==> src/hw/rtl/rtcm_pkg.sv <==
// shared types, constants and crc function for the rtcm3 frame receiver
`timescale 1ns / 1ps

package rtcm_pkg;

    localparam logic [7:0]  PREAMBLE       = 8'hD3;
    localparam logic [24:0] CRC_POLY       = 25'h1864CFB;
    localparam logic [10:0] MAX_FRAME_LEN  = 11'd1029;
    localparam logic [15:0] TIMEOUT_RESET  = 16'hFFFF & 16'd250;
    localparam logic [15:0] IDLE_MAX       = 16'hFFFF;
    localparam logic [9:0]  MIN_PAYLOAD    = 10'd2;
    localparam logic [10:0] FRAME_OVERHEAD = 11'd6;
    localparam logic [11:0] CRC_BYTES      = 12'd3;
    localparam logic [10:0] POS_LEN_HIGH   = 11'd1;
    localparam logic [10:0] POS_LEN_DONE   = 11'd3;
    localparam logic [10:0] POS_TYPE_HIGH  = 11'd3;
    localparam logic [10:0] POS_TYPE_LOW   = 11'd4;

    typedef enum logic
    {
        REQ_BYTE = 1'b0,
        REQ_TICK = 1'b1
    } rtcm_req_kind_t;

    typedef struct packed
    {
        logic       req_type;
        logic [7:0] data_byte;
    } rtcm_item_t;

    typedef struct packed
    {
        logic        consumed;
        logic [7:0]  byte_out;
        logic        frame_end;
        logic        frame_good;
        logic        frame_bad;
        logic [11:0] last_msg;
        logic [10:0] frame_size;
        logic [31:0] good_frames;
        logic [31:0] bad_frames;
    } rtcm_result_t;

    // one byte of crc-24q, msb first
    function automatic logic [23:0] crc24q_byte(input logic [23:0] crc, input logic [7:0] b);
        logic [24:0] c;
        c = {1'b0, crc ^ {b, 16'h0000}};
        for (int k = 0; k < 8; k++)
        begin
            c = {c[23:0], 1'b0};
            if (c[24])
            begin
                c = c ^ CRC_POLY;
            end
        end
        return c[23:0];
    endfunction

endpackage

==> src/hw/rtl/rtcm_req_if.sv <==
// input channel: received bytes and millisecond ticks
`timescale 1ns / 1ps

interface rtcm_req_if;
    logic       valid;
    logic       ready;
    logic       req_type;
    logic [7:0] data_byte;

    modport source (output valid, output req_type, output data_byte, input ready);
    modport sink (input valid, input req_type, input data_byte, output ready);
endinterface

==> src/hw/rtl/rtcm_rsp_if.sv <==
// result channel: byte routing, frame status and counters
`timescale 1ns / 1ps

interface rtcm_rsp_if;
    logic        valid;
    logic        ready;
    logic        consumed;
    logic [7:0]  byte_out;
    logic        frame_end;
    logic        frame_good;
    logic        frame_bad;
    logic [11:0] last_msg;
    logic [10:0] frame_size;
    logic [31:0] good_frames;
    logic [31:0] bad_frames;

    modport source (
        output valid, output consumed, output byte_out, output frame_end,
        output frame_good, output frame_bad, output last_msg,
        output frame_size, output good_frames, output bad_frames,
        input ready
    );
    modport sink (
        input valid, input consumed, input byte_out, input frame_end,
        input frame_good, input frame_bad, input last_msg,
        input frame_size, input good_frames, input bad_frames,
        output ready
    );
endinterface

==> src/hw/rtl/rtcm_in_stage.sv <==
// input register for the request channel
`timescale 1ns / 1ps

module rtcm_in_stage
    import rtcm_pkg::*;
(
    input  logic       clk,
    input  logic       rst_n,
    rtcm_req_if.sink   req,
    input  logic       advance,
    output logic       item_valid,
    output rtcm_item_t item
);

    logic       valid_reg;
    rtcm_item_t item_reg;
    logic       take;

    assign req.ready  = !valid_reg || advance;
    assign take       = req.valid && req.ready;
    assign item_valid = valid_reg;
    assign item       = item_reg;

    always_ff @(posedge clk or negedge rst_n)
    begin
        if (!rst_n)
        begin
            valid_reg <= 1'b0;
        end
        else if (take)
        begin
            valid_reg <= 1'b1;
        end
        else if (advance)
        begin
            valid_reg <= 1'b0;
        end
    end

    always_ff @(posedge clk)
    begin
        if (take)
        begin
            item_reg.req_type  <= req.req_type;
            item_reg.data_byte <= req.data_byte;
        end
    end

endmodule

==> src/hw/rtl/rtcm_frame_core.sv <==
// frame state, crc-24q accumulator, timeout and counters
`timescale 1ns / 1ps

module rtcm_frame_core
    import rtcm_pkg::*;
(
    input  logic         clk,
    input  logic         rst_n,
    input  logic         cfg_wr_en,
    input  logic [15:0]  cfg_wr_data,
    input  logic         step,
    input  rtcm_item_t   item,
    output rtcm_result_t result
);

    logic [15:0] timeout_reg;
    logic [10:0] held_reg, held_next;
    logic [10:0] exp_reg, exp_next;
    logic [1:0]  len_hi_reg, len_hi_next;
    logic [7:0]  type_hi_reg, type_hi_next;
    logic [11:0] ftype_reg, ftype_next;
    logic [23:0] crc_reg, crc_next;
    logic [23:0] rcv_reg, rcv_next;
    logic [15:0] idle_reg, idle_next;
    logic [11:0] last_type_reg, last_type_next;
    logic [31:0] good_reg, good_next;
    logic [31:0] bad_reg, bad_next;

    logic        consumed;
    logic        frame_end;
    logic        frame_good;
    logic        bad_evt;
    logic [10:0] len;
    logic [10:0] pos;
    logic [10:0] pos_next;
    logic [9:0]  payload;
    logic [10:0] total;
    logic [7:0]  b;

    always_comb
    begin
        held_next      = held_reg;
        exp_next       = exp_reg;
        len_hi_next    = len_hi_reg;
        type_hi_next   = type_hi_reg;
        ftype_next     = ftype_reg;
        crc_next       = crc_reg;
        rcv_next       = rcv_reg;
        idle_next      = idle_reg;
        last_type_next = last_type_reg;
        good_next      = good_reg;
        consumed       = 1'b0;
        frame_end      = 1'b0;
        frame_good     = 1'b0;
        bad_evt        = 1'b0;
        len            = '0;
        b              = item.data_byte;
        pos            = held_reg;
        pos_next       = held_reg + 11'd1;
        payload        = {len_hi_reg, item.data_byte};
        total          = {1'b0, payload} + FRAME_OVERHEAD;

        if (item.req_type == REQ_TICK)
        begin
            if (idle_reg < IDLE_MAX)
            begin
                idle_next = idle_reg + 16'd1;
            end
            b = 8'h00;
        end
        else if (held_reg == '0 || idle_reg > timeout_reg)
        begin
            // idle hunt, or a stale partial frame dropped before this byte
            if (held_reg != '0)
            begin
                held_next = '0;
                exp_next  = '0;
                bad_evt   = 1'b1;
            end
            if (item.data_byte == PREAMBLE)
            begin
                consumed  = 1'b1;
                held_next = 11'd1;
                exp_next  = '0;
                crc_next  = crc24q_byte(24'h000000, item.data_byte);
                rcv_next  = '0;
                idle_next = '0;
            end
        end
        else
        begin
            consumed  = 1'b1;
            idle_next = '0;
            if (held_reg >= MAX_FRAME_LEN)
            begin
                held_next = '0;
                exp_next  = '0;
                bad_evt   = 1'b1;
            end
            else
            begin
                if (pos < POS_LEN_DONE || ({1'b0, pos} + CRC_BYTES) < {1'b0, exp_reg})
                begin
                    crc_next = crc24q_byte(crc_reg, item.data_byte);
                end
                else
                begin
                    rcv_next = {rcv_reg[15:0], item.data_byte};
                end
                if (pos == POS_LEN_HIGH)
                begin
                    len_hi_next = item.data_byte[1:0];
                end
                if (pos == POS_TYPE_HIGH)
                begin
                    type_hi_next = item.data_byte;
                end
                if (pos == POS_TYPE_LOW)
                begin
                    ftype_next = {type_hi_reg, item.data_byte[7:4]};
                end
                held_next = pos_next;

                if (pos_next == POS_LEN_DONE)
                begin
                    exp_next = total;
                    if (payload < MIN_PAYLOAD || total > MAX_FRAME_LEN)
                    begin
                        held_next = '0;
                        exp_next  = '0;
                        bad_evt   = 1'b1;
                    end
                end
                else if (exp_reg != '0 && pos_next == exp_reg)
                begin
                    frame_end = 1'b1;
                    len       = pos_next;
                    if (rcv_next == crc_next)
                    begin
                        frame_good     = 1'b1;
                        good_next      = good_reg + 32'd1;
                        last_type_next = ftype_next;
                    end
                    else
                    begin
                        bad_evt = 1'b1;
                    end
                    held_next = '0;
                    exp_next  = '0;
                end
            end
        end

        bad_next = bad_reg + {31'd0, bad_evt};

        result.consumed    = consumed;
        result.byte_out    = b;
        result.frame_end   = frame_end;
        result.frame_good  = frame_good;
        result.frame_bad   = bad_evt;
        result.last_msg    = last_type_next;
        result.frame_size  = len;
        result.good_frames = good_next;
        result.bad_frames  = bad_next;
    end

    always_ff @(posedge clk or negedge rst_n)
    begin
        if (!rst_n)
        begin
            timeout_reg <= TIMEOUT_RESET;
        end
        else if (cfg_wr_en)
        begin
            timeout_reg <= cfg_wr_data;
        end
    end

    always_ff @(posedge clk or negedge rst_n)
    begin
        if (!rst_n)
        begin
            held_reg      <= '0;
            exp_reg       <= '0;
            len_hi_reg    <= '0;
            type_hi_reg   <= '0;
            ftype_reg     <= '0;
            crc_reg       <= '0;
            rcv_reg       <= '0;
            idle_reg      <= '0;
            last_type_reg <= '0;
            good_reg      <= '0;
            bad_reg       <= '0;
        end
        else if (step)
        begin
            held_reg      <= held_next;
            exp_reg       <= exp_next;
            len_hi_reg    <= len_hi_next;
            type_hi_reg   <= type_hi_next;
            ftype_reg     <= ftype_next;
            crc_reg       <= crc_next;
            rcv_reg       <= rcv_next;
            idle_reg      <= idle_next;
            last_type_reg <= last_type_next;
            good_reg      <= good_next;
            bad_reg       <= bad_next;
        end
    end

endmodule

==> src/hw/rtl/rtcm3_frame_receiver_core.sv <==
// top level of the rtcm3 frame receiver with crc-24q check
`timescale 1ns / 1ps

// Takes one item per clock unless rsp backpressure stalls it: a UART byte or
// a millisecond tick. Each transfer is registered in the input register, run
// through the frame logic and the one-byte CRC-24Q update combinationally,
// and lands in a result register that drives rsp; one result per cycle can
// be sustained while rsp is ready. The result register lets a new input
// transfer in while an earlier result waits; backpressure on rsp stalls req
// only once both registers are full. The idle timeout resets to 250 ticks;
// 65535 disables the timeout.

module rtcm3_frame_receiver_core
    import rtcm_pkg::*;
(
    input  logic        clk,
    input  logic        rst_n,
    input  logic        cfg_wr_en,
    input  logic [15:0] cfg_wr_data,
    rtcm_req_if.sink    req,
    rtcm_rsp_if.source  rsp
);

    logic         item_valid;
    rtcm_item_t   item;
    logic         step;
    rtcm_result_t result;
    logic         out_valid_reg;
    rtcm_result_t out_reg;

    assign step = item_valid && (!out_valid_reg || rsp.ready);

    rtcm_in_stage u_in_stage (
        .clk        (clk),
        .rst_n      (rst_n),
        .req        (req),
        .advance    (step),
        .item_valid (item_valid),
        .item       (item)
    );

    rtcm_frame_core u_frame_core (
        .clk         (clk),
        .rst_n       (rst_n),
        .cfg_wr_en   (cfg_wr_en),
        .cfg_wr_data (cfg_wr_data),
        .step        (step),
        .item        (item),
        .result      (result)
    );

    always_ff @(posedge clk or negedge rst_n)
    begin
        if (!rst_n)
        begin
            out_valid_reg <= 1'b0;
        end
        else if (step)
        begin
            out_valid_reg <= 1'b1;
        end
        else if (rsp.ready)
        begin
            out_valid_reg <= 1'b0;
        end
    end

    always_ff @(posedge clk)
    begin
        if (step)
        begin
            out_reg <= result;
        end
    end

    assign rsp.valid       = out_valid_reg;
    assign rsp.consumed    = out_reg.consumed;
    assign rsp.byte_out    = out_reg.byte_out;
    assign rsp.frame_end   = out_reg.frame_end;
    assign rsp.frame_good  = out_reg.frame_good;
    assign rsp.frame_bad   = out_reg.frame_bad;
    assign rsp.last_msg    = out_reg.last_msg;
    assign rsp.frame_size  = out_reg.frame_size;
    assign rsp.good_frames = out_reg.good_frames;
    assign rsp.bad_frames  = out_reg.bad_frames;

    // a held input item with a blocked result register must stall the input
    assert property (@(posedge clk) disable iff (!rst_n)
        (item_valid && !step) |-> !req.ready)
        else $error("input accepted while input register is stuck");

    // ticks never route a byte into a frame
    assert property (@(posedge clk) disable iff (!rst_n)
        (step && item.req_type == REQ_TICK) |=> (!out_reg.consumed && !out_reg.frame_end))
        else $error("tick produced frame activity");

    // a checked frame is either good or bad, never both
    assert property (@(posedge clk) disable iff (!rst_n)
        step |=> !(out_reg.frame_good && out_reg.frame_bad))
        else $error("frame reported good and bad together");

    // bad count moves only with the bad flag of the same result
    assert property (@(posedge clk) disable iff (!rst_n)
        (step && $past(step) && !result.frame_bad) |->
            (result.bad_frames == out_reg.bad_frames))
        else $error("bad frame counter moved without bad flag");

endmodule

==> src/flat_wrapper.sv <==
// flat-port wrapper written by rule: the top's interface ports become plain ports
module rtcm3_frame_receiver_core_flat import rtcm_pkg::*;
  (clk, rst_n, cfg_wr_en, cfg_wr_data, req_valid, req_req_type, req_data_byte, req_ready, rsp_valid, rsp_consumed, rsp_byte_out, rsp_frame_end, rsp_frame_good, rsp_frame_bad, rsp_last_msg, rsp_frame_size, rsp_good_frames, rsp_bad_frames, rsp_ready);
  rtcm_req_if req_i ();
  rtcm_rsp_if rsp_i ();
  input  logic clk;
  input  logic rst_n;
  input  logic cfg_wr_en;
  input  logic [15:0] cfg_wr_data;
  input wire logic [$bits(req_i.valid)-1:0] req_valid;
  input wire logic [$bits(req_i.req_type)-1:0] req_req_type;
  input wire logic [$bits(req_i.data_byte)-1:0] req_data_byte;
  output wire logic [$bits(req_i.ready)-1:0] req_ready;
  output wire logic [$bits(rsp_i.valid)-1:0] rsp_valid;
  output wire logic [$bits(rsp_i.consumed)-1:0] rsp_consumed;
  output wire logic [$bits(rsp_i.byte_out)-1:0] rsp_byte_out;
  output wire logic [$bits(rsp_i.frame_end)-1:0] rsp_frame_end;
  output wire logic [$bits(rsp_i.frame_good)-1:0] rsp_frame_good;
  output wire logic [$bits(rsp_i.frame_bad)-1:0] rsp_frame_bad;
  output wire logic [$bits(rsp_i.last_msg)-1:0] rsp_last_msg;
  output wire logic [$bits(rsp_i.frame_size)-1:0] rsp_frame_size;
  output wire logic [$bits(rsp_i.good_frames)-1:0] rsp_good_frames;
  output wire logic [$bits(rsp_i.bad_frames)-1:0] rsp_bad_frames;
  input wire logic [$bits(rsp_i.ready)-1:0] rsp_ready;
  assign req_i.valid = req_valid;
  assign req_i.req_type = req_req_type;
  assign req_i.data_byte = req_data_byte;
  assign req_ready = req_i.ready;
  assign rsp_valid = rsp_i.valid;
  assign rsp_consumed = rsp_i.consumed;
  assign rsp_byte_out = rsp_i.byte_out;
  assign rsp_frame_end = rsp_i.frame_end;
  assign rsp_frame_good = rsp_i.frame_good;
  assign rsp_frame_bad = rsp_i.frame_bad;
  assign rsp_last_msg = rsp_i.last_msg;
  assign rsp_frame_size = rsp_i.frame_size;
  assign rsp_good_frames = rsp_i.good_frames;
  assign rsp_bad_frames = rsp_i.bad_frames;
  assign rsp_i.ready = rsp_ready;
  rtcm3_frame_receiver_core u_core (.clk(clk), .rst_n(rst_n), .cfg_wr_en(cfg_wr_en), .cfg_wr_data(cfg_wr_data), .req(req_i), .rsp(rsp_i));
endmodule
==> config.mk <==
export PLATFORM = sky130hd
export DESIGN_NAME = rtcm3_frame_receiver_core_flat
export DESIGN_NICKNAME = d
export VERILOG_FILES = /design/src/hw/rtl/rtcm_pkg.sv /design/src/hw/rtl/rtcm_req_if.sv /design/src/hw/rtl/rtcm_rsp_if.sv /design/src/hw/rtl/rtcm_in_stage.sv /design/src/hw/rtl/rtcm_frame_core.sv /design/src/hw/rtl/rtcm3_frame_receiver_core.sv /design/src/flat_wrapper.sv
export SDC_FILE = /design/constraint.sdc
export NUM_CORES = 1
export LEC_CHECK = 0
export BUFFER_PORTS_ARGS = -buffer_cell sky130_fd_sc_hd__buf_2
export CAP_MARGIN = 20
export CORE_MARGIN = 5
export CORE_UTILIZATION = 45
export CTS_CLUSTER_DIAMETER = 80
export DETAILED_ROUTE_END_ITERATION = 8
export GPL_TIMING_DRIVEN = 0
export PLACE_DENSITY = 0.68
export SYNTH_ARGS = -nofsm -noshare
export SYNTH_HDL_FRONTEND = slang
export SYNTH_SLANG_ARGS = --single-unit
==> constraint.sdc <==
create_clock -name clk -period 7 [get_ports clk]
set_input_delay 0.7 -clock clk [delete_from_list [all_inputs] [get_ports clk]]
set_output_delay 0.7 -clock clk [all_outputs]
set_load 0.01 [all_outputs]
# After elaboration in Yosys (flattened, before gate mapping)

Cells that the tools add are included.

Bits in registers: 310
Word-level logic and storage cells: 221
Bits of input ports: 30
Output and inout bits: 101

Bitwise gates (word level): 21
Reductions and logical operators: 25
Mux-type cells: 125
$add $sub $neg: 6
Magnitude comparators: 7
Eq/ne operators: 12

Operator list:

| kind                    | count |
|---|---|
| $mux W24                | 79 |
| $not A13 Y13            | 16 |
| $mux W32                | 6 |
| $mux W11                | 13 |
| $mux W12                | 7 |
| $mux W16                | 4 |
| $add A32 B1 Y32         | 1 |
| $add A32 B1 Y32 const B | 1 |
| $eq A24 B24 Y1          | 1 |
| $xor A24 B24 Y24        | 1 |
| $eq A11 B2 Y1 const B   | 2 |
| $reduce_bool A11 Y1     | 2 |
| $add A16 B1 Y16 const B | 1 |
| $gt A16 B16 Y1          | 1 |
| $lt A16 B16 Y1 const B  | 1 |
| $mux W1                 | 16 |
| $add A11 B2 Y12 const B | 1 |
| $lt A12 B11 Y1          | 1 |
| $reduce_and A4 Y1       | 3 |
| $add A10 B3 Y11 const B | 1 |
| $add A11 B1 Y11 const B | 1 |
| $eq A11 B1 Y1 const B   | 1 |
| $eq A11 B11 Y1          | 1 |
| $eq A11 B3 Y1 const B   | 1 |
| other kinds (19)        | 34 |

# Logic depth before layout (Yosys ltp)

Gate-level depths: netlist (run 1).

Depth in word-level cells: 57
Mapped depth: 29
Mapped depth without buffers: 26

# By module

From an unflattened synthesis (run 1), not the netlist that was laid out.

Cells, all modules: 1510
Area total of the unflattened synthesis: 16950.0 um^2

By module, submodules not included:

| module                    | sequential area each (um^2) | area an instance (um^2) | instances | cells each |
|---|---|---|---|---|
| rtcm_frame_core           | 5012.3                      | 13609.3                 | 1         | 1394 |
| rtcm3_frame_receiver_core | 2997.9                      | 3016.6                  | 1         | 103 |
| rtcm_in_stage             | 295.3                       | 324.1                   | 1         | 13 |

# Worst setup path after synthesis (run 1)

Ideal clock, no wire load.

Path kind: register to register
Start point: register u_core.u_frame_core.held_reg[0]
End point: register u_core.out_reg, in the netlist u_core.rsp.bad_frames[30], data pin
Clock period less this slack: 6.054 ns
Buffers on the path: 3
Library setup time: 0.258 ns
Required time: 6.742 ns
Stages on the path, launching flop included: 29
Slack: 0.946 ns
Arrival time: 5.796 ns
Cell sequence: dfrtp_1 inv_1 ha_1 nor2_1 nand2_1 xnor2_1 ha_1 o21ai_0 a21oi_1 o41ai_1 a22o_1 buf_2 nor4_1 a41oi_1 a221o_1 buf_6 nor4_1 a2111oi_0 ha_1 and4_1 nand2_1 nor3_1 and3_1 and3_1 clkbuf_1 nand4_1 nor2_1 nand3_1 xnor2_1

RTL lines:

| item                   | RTL line                        | text |
|---|---|---|
| start, declared        | rtcm_frame_core.sv:17           | `logic [10:0] held_reg, held_next;` |
| start signal, assigned | rtcm_frame_core.sv:197          | `held_reg <= held_next;` |
| end signal, assigned   | rtcm3_frame_receiver_core.sv:72 | `out_reg <= result;` |
| end, declared          | rtcm3_frame_receiver_core.sv:29 | `rtcm_result_t out_reg;` |

==> results of run 1 <==
## cell type report
| cell class | count | share of cell area |
|---|---|---|
| Buffer | 73 | 0.0165 |
| Clock buffer | 49 | 0.0530 |
| Clock inverter | 15 | 0.00762 |
| Inverter | 51 | 0.0101 |
| Multi-Input combinational cell | 1017 | 0.402 |
| Sequential cell | 310 | 0.440 |
| Tap cell | 461 | 0.0306 |
| Timing Repair Buffer | 138 | 0.0400 |
## power groups by stage
stage                     sequential, W  combinational [W]  clock (W)
final                           0.00249            0.00350    0.00180
after global routing            0.00253            0.00376    0.00192
after CTS                       0.00248            0.00343    0.00185
after detailed placement        0.00250            0.00340          0
after global placement          0.00250            0.00335          0
after floorplan                 0.00245            0.00261          0
## cells in the mapped netlist (all sizes together) (3+ instances only)
| library cell | count |
|---|---|
| clkbuf | 60 |
| a22o | 29 |
| nor2b | 7 |
| o22ai | 7 |
| edfxtp | 108 |
| nor4 | 46 |
| dfstp | 6 |
| dfrtp | 196 |
| or3 | 6 |
| a2bb2oi | 6 |
| nand3b | 4 |
| or4 | 3 |
| buf | 17 |
| and2 | 3 |
| nor2 | 94 |
| a32o | 4 |
| nor3 | 40 |
| a311oi | 3 |
| and4 | 7 |
| nand2 | 96 |
| nand2b | 8 |
| a32oi | 3 |
| o2111ai | 3 |
| nand4 | 32 |
| and3 | 18 |
| a21o | 3 |
| mux2 | 60 |
| a21oi | 20 |
| xnor2 | 143 |
| a22oi | 3 |
| ha | 42 |
| o31ai | 13 |
| o21a | 6 |
| nand3 | 54 |
| a21boi | 4 |
| inv | 50 |
| a31oi | 5 |
| xor2 | 148 |
| o21ai | 50 |
| xnor3 | 6 |
| or2 | 4 |
| o22a | 10 |
## through the flow
stage	hold slack, ns	setup TNS (ns)	power [W]	util	instances
after floorplan	0.404	0	0.00505	-	1455
after global placement	0.467	-20.70	0.00585	0.492	2046
after detailed placement	0.482	-3.15	0.00590	0.494	2050
after CTS	0.215	0	0.00776	0.527	2112
after global routing	0.239	0	0.00820	0.528	2114
final	0.190	0	0.00779	0.528	2114
## kinds of logic (layout without fill, tap and decap cells)
logic type	count (synthesis)	after routing	synth area share
AO/OA/AOI/OAI	189	189	0.0815
XOR/XNOR	297	297	0.173
adder cells (fa/ha/maj)	42	42	0.0321
buffers and inverters	128	326	0.0315
flip-flops	310	310	0.508
multiplexers	61	61	0.0440
AND/OR/NAND/NOR	428	428	0.130
## metal layers
layer  wire length [um]  track usage  vias up
met5                  0            0        -
met4               1080       0.0590        0
met3               2370       0.0346       79
met2              18400        0.312      352
met1              17800        0.272     5737
li1                   -            -     5499
## path summary, 6_finish.rpt
path,end,slack (ns)
min,u_core.u_frame_core.bad_reg[18],0.19
max in group asynchronous,u_core.u_frame_core.held_reg[0],5.73
min in group clk,u_core.u_in_stage.item[5],0.37
max,u_core.rsp.bad_frames[30],0.44
max reg2reg,u_core.rsp.bad_frames[30],0.44
min reg2reg,u_core.u_frame_core.bad_reg[31],0.49
## repair_timing
item,CTS,global route
resized for setup,6,12
buffers inserted,0,3
hold endpoints to repair,0,0
setup endpoints to repair,15,18
pin swaps,0,3
==> impl_metrics.toml, run 1 <==
[setup_path]
critPathKind = "reg2reg"
crit_path_top_delay_cell = "dfrtp_2"
crit_top_cell = "ha_1"
crit_path_start_kind = "flip-flop"
critical_path.endpoint_type = "flip-flop"
reg2reg_from = "u_core.u_frame_core.held_reg[0]"
timing.critical_path.fanout_max = 10
timing.reg2reg.worst_path_depth = 28
worst_ep_arrival_time_ns = 6.82
crit_start = "u_core.u_frame_core.held_reg[0]"
path_buf_inv = 4
cpPeakStageDelay_ns = 0.47
worst-path-stages = 28
timing.critical_path.required_ns = 7.26
worst_path_dominant_cell_family = "simple AND/OR/NAND/NOR gates"

[synth]
post-synth-top-area-cell = "dfrtp_1"
netlist_top_cells_area = "dfrtp_1 (30%), edfxtp_1 (20%), xor2_1 (7.8%)"
synthesis.nets = 1527
cell_count_after_synthesis = 1455
dominantRegCellSynth = "dfrtp_1"
ys_async_sr_fraction = 0.652
syn_area_per_cell_um2 = 11.2
yosys_warnings = 0
synth_cell_types = 72
edff_count_synth = 108
synthesis.area_um2 = 16300
ys_seq_elements = 310
yosys.area.top_type_share = 0.300
synth.yosys.seq_area_share = 0.508

[sta]
clock-skew-final_ns = 0.0156
setup_viol = 0
timing.final.hold_violations = 0
maxClockFrequency_mhz = 152
drv_slew = 0
grt_setup_unrepaired = "no"
finalWorstPathRequiredPeriod_ns = 6.56
timing.slew.headroom = 0.328
transition_at_the_pin_with_the_smallest_max_transition_slack_ns = 1.00
postLayoutSetupSlackWorst_ns = 0.438
period_share = 0.937

[clock_network]
number_of_cts_inserted_buffers = 35
clock_net_sink_count = 310
clk_latency_ns = 0.51
cts_hold_buf = 0
cts_tree = "yes"
ctsHtreeMaxLevel = 2
cts_buffer_depth = 3
clkTransAtPathRegs_ns = 0.06
clockRootBuffer = "clkbuf_16"

[power_and_ir_drop]
p_leak_nw = 8.43
share_comb_of_total_power = 0.449
pwr_density_cell_nw_per_um2 = 412
ir_drop_worst_vdd_uv = 307
total_net_switching_power_w = 0.00294
cell_internal_pwr_w = 0.00484
switching_share = 0.378
power_frac_seq = 0.319
clock_power_share = 0.232

[final_layout]
n_antenna_cell = 0
multiInputGateArea_um2 = 7590
mostFrequentLayoutCell = "dfrtp_1"
layout-drive-gt1-share = 0.183
synthToLayoutAreaGrowth_pct = 15.5
design_area_um2 = 18900
ff_latch_area_um2 = 8310
most-common-layout-cells = "dfrtp_1 (193), xor2_1 (145), buf_2 (137), xnor2_1 (132), edfxtp_1 (108)"
filler_instances = 3223
number_of_nets_in_the_final_layout = 1698

[grt]
first_global_vias = 11923
antenna_violations_before_repair = 0
track_usage = 0.194
global_route.overflow_total = 0
grt_start_max_net_pins = 119
first_pass_grt_wire_length_um = 64700

[floorplan]
floorplan.initialDensity = 0.457
chipWidth_um = 201
fp.coreArea_um2 = 35700
die-area_um2 = 40200
fp.dieH_um = 201
floorplan.rows = 69
floorplan.io_pins = 131

[detailed_routing]
drt_first_pass_iters = 5
detail_route.wirelength_um = 39600
detail_route.vias_per_cell = 5.52
route.antenna.remaining_nets = 0
drt-initial-drc-count = 846
vias_after_detailed_routing = 11667
wl_per_cell_um = 18.7
drc = 0

[placed_design]
buffer_ports.inserted = 130
post-place-ws_ns = -0.494
gpl.final_weighted_congestion = 0.965
dpl_cell_area_um2 = 17700
dp.final_hpwl_um = 28400

[outcome]
run_status = "finished, final reports clean"

[flow_run]
max-cap-violations = 0

[worst_hold_path]
worstHoldPathType = "in2async"
(Power assumes the default switching activity.)
==> inputs of run 2 (changes only) <==
--- a/config.mk
+++ b/config.mk
@@ -9,6 +9,7 @@
 export CAP_MARGIN = 20
 export CORE_MARGIN = 5
 export CORE_UTILIZATION = 45
+export CTS_BUF_LIST = sky130_fd_sc_hd__clkbuf_8 sky130_fd_sc_hd__clkbuf_16
 export CTS_CLUSTER_DIAMETER = 80
 export DETAILED_ROUTE_END_ITERATION = 8
 export GPL_TIMING_DRIVEN = 0
==> run 2 against run 1 <==
Clock power hardly changed. Combinational power hardly changed. Largest power group unchanged. Sequential power hardly changed. Clock skew is 0.0014 ns higher. Total power is 0.13% lower.
==> impl_metrics.toml, run 2 (synthesis results as in run 1) <==
[power_and_ir_drop]
share_comb_of_total_power = 0.450
pwr_density_cell_nw_per_um2 = 412
p_leak_nw = 8.46
ir_drop_worst_vdd_uv = 307
cell_internal_pwr_w = 0.00483
total_net_switching_power_w = 0.00295
switching_share = 0.379
clock_power_share = 0.231
report.power.total_w = 0.00777
power_frac_seq = 0.320

[placed_design]
dp.final_hpwl_um = 28400
gpl.final_weighted_congestion = 0.965
buffer_ports.inserted = 130
cells_after_dpl = 2050

[final_layout]
layout-drive-gt1-share = 0.183
most-common-layout-cells = "dfrtp_1 (193), xor2_1 (145), buf_2 (137), xnor2_1 (132), edfxtp_1 (108)"
mostFrequentLayoutCell = "dfrtp_1"
synthToLayoutAreaGrowth_pct = 15.5
filler_instances = 3223
final_cell_count_without_fillers = 2114
number_of_nets_in_the_final_layout = 1698
n_antenna_cell = 0

[outcome]
run_status = "finished, final reports clean"

[setup_path]
cpPeakStageDelay_ns = 0.47
critical_path.endpoint_type = "flip-flop"
reg2reg_from = "u_core.u_frame_core.held_reg[0]"
timing.critical_path.fanout_max = 10
crit_top_cell = "ha_1"
timing.reg2reg.worst_path_depth = 28
rr_endpoint = "u_core.rsp.bad_frames[30]"
crit_path_start_kind = "flip-flop"
critPathKind = "reg2reg"
crit_path_top_delay_cell = "dfrtp_2"
timing.critical_path.required_ns = 7.27
worst_ep_arrival_time_ns = 6.84
rrSetupSlack_ns = 0.43

[grt]
global_route.overflow_total = 0
track_usage = 0.194
grt_start_max_net_pins = 119
antenna_violations_before_repair = 0
first_pass_grt_wire_length_um = 64700
first_global_vias = 11923

[flow_run]
max-cap-violations = 0

[floorplan]
fp.coreArea_um2 = 35700
floorplan.io_pins = 131
fp.dieH_um = 201
chipWidth_um = 201
floorplan.rows = 69
die-area_um2 = 40200
floorplan.initialDensity = 0.457

[detailed_routing]
vias_after_detailed_routing = 11649
drt-initial-drc-count = 846
drt_first_pass_iters = 5
route.antenna.remaining_nets = 0
wl_per_cell_um = 18.7
detail_route.wirelength_um = 39600
drc = 0
detail_route.vias_per_cell = 5.51

[clock_network]
cts_tree = "yes"
clkTransAtPathRegs_ns = 0.06
cts_buffer_depth = 3
ctsHtreeMaxLevel = 2
clock_net_sink_count = 310
clockRootBuffer = "clkbuf_16"
clk_latency_ns = 0.52
cts_hold_buf = 0
number_of_cts_inserted_buffers = 35

[sta]
maxClockFrequency_mhz = 152
timing.final.hold_violations = 0
worst_hold_slack_ns = 0.190
grt_setup_unrepaired = "no"
transition_at_the_pin_with_the_smallest_max_transition_slack_ns = 0.988
timing.slew.headroom = 0.336
clock-skew-final_ns = 0.0170
drv_slew = 0
setup_viol = 0
period_share = 0.939
finalWorstPathRequiredPeriod_ns = 6.57

[worst_hold_path]
worstHoldPathType = "in2async"
==> run 2: cell count changes in the layout (fill, tap and decap cells not counted), sizes merged <==
cell / before / now
clkbuf: 106 / 98
inv: 51 / 59
==> run 2: metrics by stage <==
step,setup WS (ns),TNS [ns],cell area (um^2),utilization
after detailed placement,-0.494,-3.15,17700,0.494
after global placement,-1.24,-20.70,17600,0.492
final,0.425,0,18900,0.528
after floorplan,0.946,0,16300,-
after global routing,0.0831,0,18900,0.528
after CTS,0.00718,0,18800,0.527
==> run 2: worst max-delay path by stage <==
stage | start | to | slack, ns | depth (start not counted)
after floorplan | u_core.u_frame_core.held_reg[0] | u_core.rsp.bad_frames[30] | 0.95 | 28
after global placement | u_core.u_frame_core.held_reg[0] | u_core.rsp.bad_frames[30] | -1.24 | 27
after detailed placement | u_core.u_frame_core.held_reg[0] | u_core.rsp.bad_frames[30] | -0.49 | 29
after CTS | u_core.u_frame_core.held_reg[0] | u_core.rsp.bad_frames[30] | 0.007 | 28
after global routing | u_core.u_frame_core.held_reg[0] | u_core.u_frame_core.bad_reg[30] | 0.08 | 29
final | u_core.u_frame_core.held_reg[0] | u_core.rsp.bad_frames[30] | 0.43 | 28
==> run 2: layout make-up <==
class	count	area [um^2]	share of cell area
Sequential cell	310	8310	0.440
Inverter	51	191	0.0101
Timing Repair Buffer	138	756	0.0400
Clock buffer	41	970	0.0514
Clock inverter	23	174	0.00921
Multi-Input combinational cell	1017	7590	0.402
Tap cell	461	577	0.0306
Buffer	73	312	0.0165
==> run 2: what timing repair did <==
action                     CTS  global route
setup buffers                0             3
pin swaps                    0             3
setup endpoints to repair   15            18
hold endpoints to repair     0             0
gates resized for setup      6            12
==> run 2: per-layer routing <==
metal / vias up / global-route usage / wire length [um]
li1: 5498 / - / -
met1: 5723 / 0.272 / 17700
met2: 353 / 0.312 / 18400
met3: 75 / 0.0346 / 2430
met4: 0 / 0.0590 / 1080
met5: - / 0 / 0
==> run 2: power groups by stage <==
| stage | Sequential, W | Clock [W] | Combinational (W) |
|---|---|---|---|
| 3_3_place_gp | 0.00250 | 0 | 0.00335 |
| 5_1_grt | 0.00253 | 0.00191 | 0.00376 |
| 6_report | 0.00249 | 0.00179 | 0.00350 |
| 3_5_place_dp | 0.00250 | 0 | 0.00340 |
| 4_1_cts | 0.00248 | 0.00184 | 0.00343 |
| 2_1_floorplan | 0.00245 | 0 | 0.00261 |
==> run 2: worst max-delay path: cells and delay by family (launching register included) <==
family                   cells  cell delay, ns
AND/OR/NAND/NOR             13            2.35
AO/OA/AOI/OAI                6            1.59
buffers and inverters        4            0.80
adder cells (fa/ha/maj)      3            0.76
flip-flops                   1            0.47
XOR/XNOR                     2            0.36
==> inputs of run 3 (changes only) <==
--- a/config.mk
+++ b/config.mk
@@ -16,4 +16,5 @@
 export PLACE_DENSITY = 0.68
 export SYNTH_ARGS = -nofsm -noshare
 export SYNTH_HDL_FRONTEND = slang
+export SYNTH_HIERARCHICAL = 1
 export SYNTH_SLANG_ARGS = --single-unit
==> run 3 against run 2 <==
Clock power rose by 3%. Sequential share of layout area fell by 1.4 points. Cell count rose by 4.9%. Combinational power fell by 85%. Fmax barely moved. Register-to-register slack barely moved. Die area rose by 3.5%. Critical path depth fell by 2. Critical path type unchanged. Critical endpoint is now u_core/rsp.bad_frames[30]. Largest cell class unchanged. Largest power group is now sequential cells. Highest routed layer unchanged.
==> impl_metrics.toml, run 3 <==
[outcome]
run_status = "finished, final reports clean"

[floorplan]
floorplan.rows = 71
floorplan.initialDensity = 0.453
die-area_um2 = 41600
fp.dieH_um = 204
floorplan.io_pins = 131
chipWidth_um = 204
fp.coreArea_um2 = 37400

[sta]
clock-skew-final_ns = 0.0267
maxClockFrequency_mhz = 152
period_share = 0.939
worst_hold_slack_ns = 0.208
finalWorstPathRequiredPeriod_ns = 6.57
timing.final.hold_violations = 0
timing.slew.headroom = 0.292
fin_tns_setup_ns = 0
grt_setup_unrepaired = "no"
setup_viol = 0
transition_at_the_pin_with_the_smallest_max_transition_slack_ns = 1.05
drv_slew = 0

[clock_network]
clkTransAtPathRegs_ns = 0.06
ctsHtreeMaxLevel = 2
clk_latency_ns = 0.53
cts_buffer_depth = 3
number_of_cts_inserted_buffers = 35
cts_tree = "yes"
clockRootBuffer = "clkbuf_16"
clock_net_sink_count = 310

[placed_design]
gpl.final_weighted_congestion = 0.911
dp.final_hpwl_um = 29700
buffer_ports.inserted = 130
dpl_cell_area_um2 = 18300

[setup_path]
worst-path-stages = 26
timing.reg2reg.worst_path_depth = 26
crit_top_cell = "ha_1"
critPathKind = "reg2reg"
worst_path_dominant_cell_family = "simple AND/OR/NAND/NOR gates"
crit_path_top_delay_cell = "dfrtp_1"
timing.critical_path.fanout_max = 10
rrSetupSlack_ns = 0.43
worst_ep_arrival_time_ns = 6.83
path_buf_inv = 3
cpPeakStageDelay_ns = 0.46
timing.critical_path.required_ns = 7.26
crit_path_start_kind = "flip-flop"
critical_path.endpoint_type = "flip-flop"

[synth]
dominantRegCellSynth = "dfrtp_1"
synthesis.nets = 1582
synth_cell_types = 71
ys_async_sr_fraction = 0.652
post-synth-top-area-cell = "dfrtp_1"
yosysMostFrequentCell = "dfrtp_1"
netlist_top_cells_area = "dfrtp_1 (29%), edfxtp_1 (19%), xor2_1 (7.9%)"
edff_count_synth = 108
yosys_warnings = 6
yosys.area.top_type_share = 0.289
synth.yosys.seq_area_share = 0.490
syn_area_per_cell_um2 = 11.2
synthesis.area_um2 = 17000
cell_count_after_synthesis = 1510
synth.cells.most_frequent = "dfrtp_1 (196), xor2_1 (152), nand2_1 (134)"
ys_seq_elements = 310

[detailed_routing]
route.antenna.remaining_nets = 0
detail_route.vias_per_cell = 5.45
drt_first_pass_iters = 5
drc = 0
vias_after_detailed_routing = 12087
drt-initial-drc-count = 1042
wl_per_cell_um = 18.7
detail_route.wirelength_um = 41400

[worst_hold_path]
worstHoldPathType = "in2async"

[power_and_ir_drop]
ir_drop_worst_vdd_uv = 195
total_net_switching_power_w = 0.00107
cell_internal_pwr_w = 0.00330
pwr_density_cell_nw_per_um2 = 224
p_leak_nw = 8.96
share_comb_of_total_power = 0.118
clock_power_share = 0.423
switching_share = 0.246
power_frac_seq = 0.459

[grt]
first_pass_grt_wire_length_um = 66400
first_global_vias = 12043
antenna_violations_before_repair = 0
track_usage = 0.198
global_route.overflow_total = 0
grt_start_max_net_pins = 110

[final_layout]
layout-drive-gt1-share = 0.169
design_area_um2 = 19500
n_antenna_cell = 0
synthToLayoutAreaGrowth_pct = 15.1
filler_instances = 3282
number_of_nets_in_the_final_layout = 1753
most-common-layout-cells = "dfrtp_1 (196), xor2_1 (152), buf_2 (135), nand2_1 (134), xnor2_1 (113)"
mostFrequentLayoutCell = "dfrtp_1"

[flow_run]
max-cap-violations = 0
==> run 3: cell count changes after synthesis, sizes merged, moves of 9 or more <==
cell and change:
o22a -10, and2 +9, xnor2 -21, nor2 -19, a21o +12, clkbuf +15
nor3 -17, a221o +10, xnor3 +14, nand2 +38, and3 +15
==> run 3: power by group through the flow <==
stage | registers [W] | logic, W | clock network (W)
2_1_floorplan | 0.00206 | 0.000315 | 0
3_3_place_gp | 0.00205 | 0.000500 | 0
3_5_place_dp | 0.00204 | 0.000514 | 0
4_1_cts | 0.00201 | 0.000518 | 0.00191
5_1_grt | 0.00201 | 0.000564 | 0.00198
6_report | 0.00201 | 0.000516 | 0.00185
==> run 3: cell families after synthesis <==
group	Yosys count	synth area share
XOR/XNOR	299	0.180
flip-flops	310	0.490
adder cells (fa/ha/maj)	42	0.0310
buffers and inverters	137	0.0323
AND/OR/NAND/NOR	485	0.151
multiplexers	61	0.0404
AO/OA/AOI/OAI	176	0.0747
==> run 3: worst paths after layout <==
path	from	to
setup / recovery	u_core/u_frame_core/held_reg[0]	u_core/rsp.bad_frames[30]
hold / removal	rst_n	u_core/u_frame_core/good_reg[27]
setup reg to reg	u_core/u_frame_core/held_reg[0]	u_core/rsp.bad_frames[30]
hold reg to reg	u_core/u_frame_core/last_type_reg[8]	u_core/u_frame_core/last_type_reg[8]
max in group asynchronous	rst_n	u_core/u_frame_core/crc_reg[8]
min in group clk	req_data_byte[0]	u_core/u_in_stage/item[0]
==> run 3: stage by stage <==
step	setup WS, ns	total power [W]	cells	utilization
floorplan	1.06	0.00237	1510	-
global placement	-0.491	0.00255	2151	0.488
CTS	0.0483	0.00444	2216	0.521
finish	0.426	0.00437	2218	0.522
detailed placement	-0.681	0.00255	2153	0.489
global route	0.0383	0.00456	2218	0.522
==> run 3: repair_timing <==
item,CTS,global route
setup buffers,0,1
hold buffers,0,0
setup endpoints to repair,15,14
pin swaps,0,0
resized for setup,4,3
==> run 3: area by class of cell <==
class,instances,area [um^2],area share
Clock buffer,40,967,0.0496
Multi-Input combinational cell,1063,8120,0.416
Clock inverter,23,205,0.0105
Tap cell,511,639,0.0328
Sequential cell,310,8310,0.426
Buffer,94,392,0.0201
Timing Repair Buffer,134,723,0.0371
Inverter,43,161,0.00827
==> run 3: routing by layer <==
metal  GRT usage  vias up  wire length (um)
met2       0.307      408             18800
met1       0.290     5900             19100
li1            -     5707                 -
met5           0        -                 0
met4      0.0553        0               954
met3      0.0308       72              2600
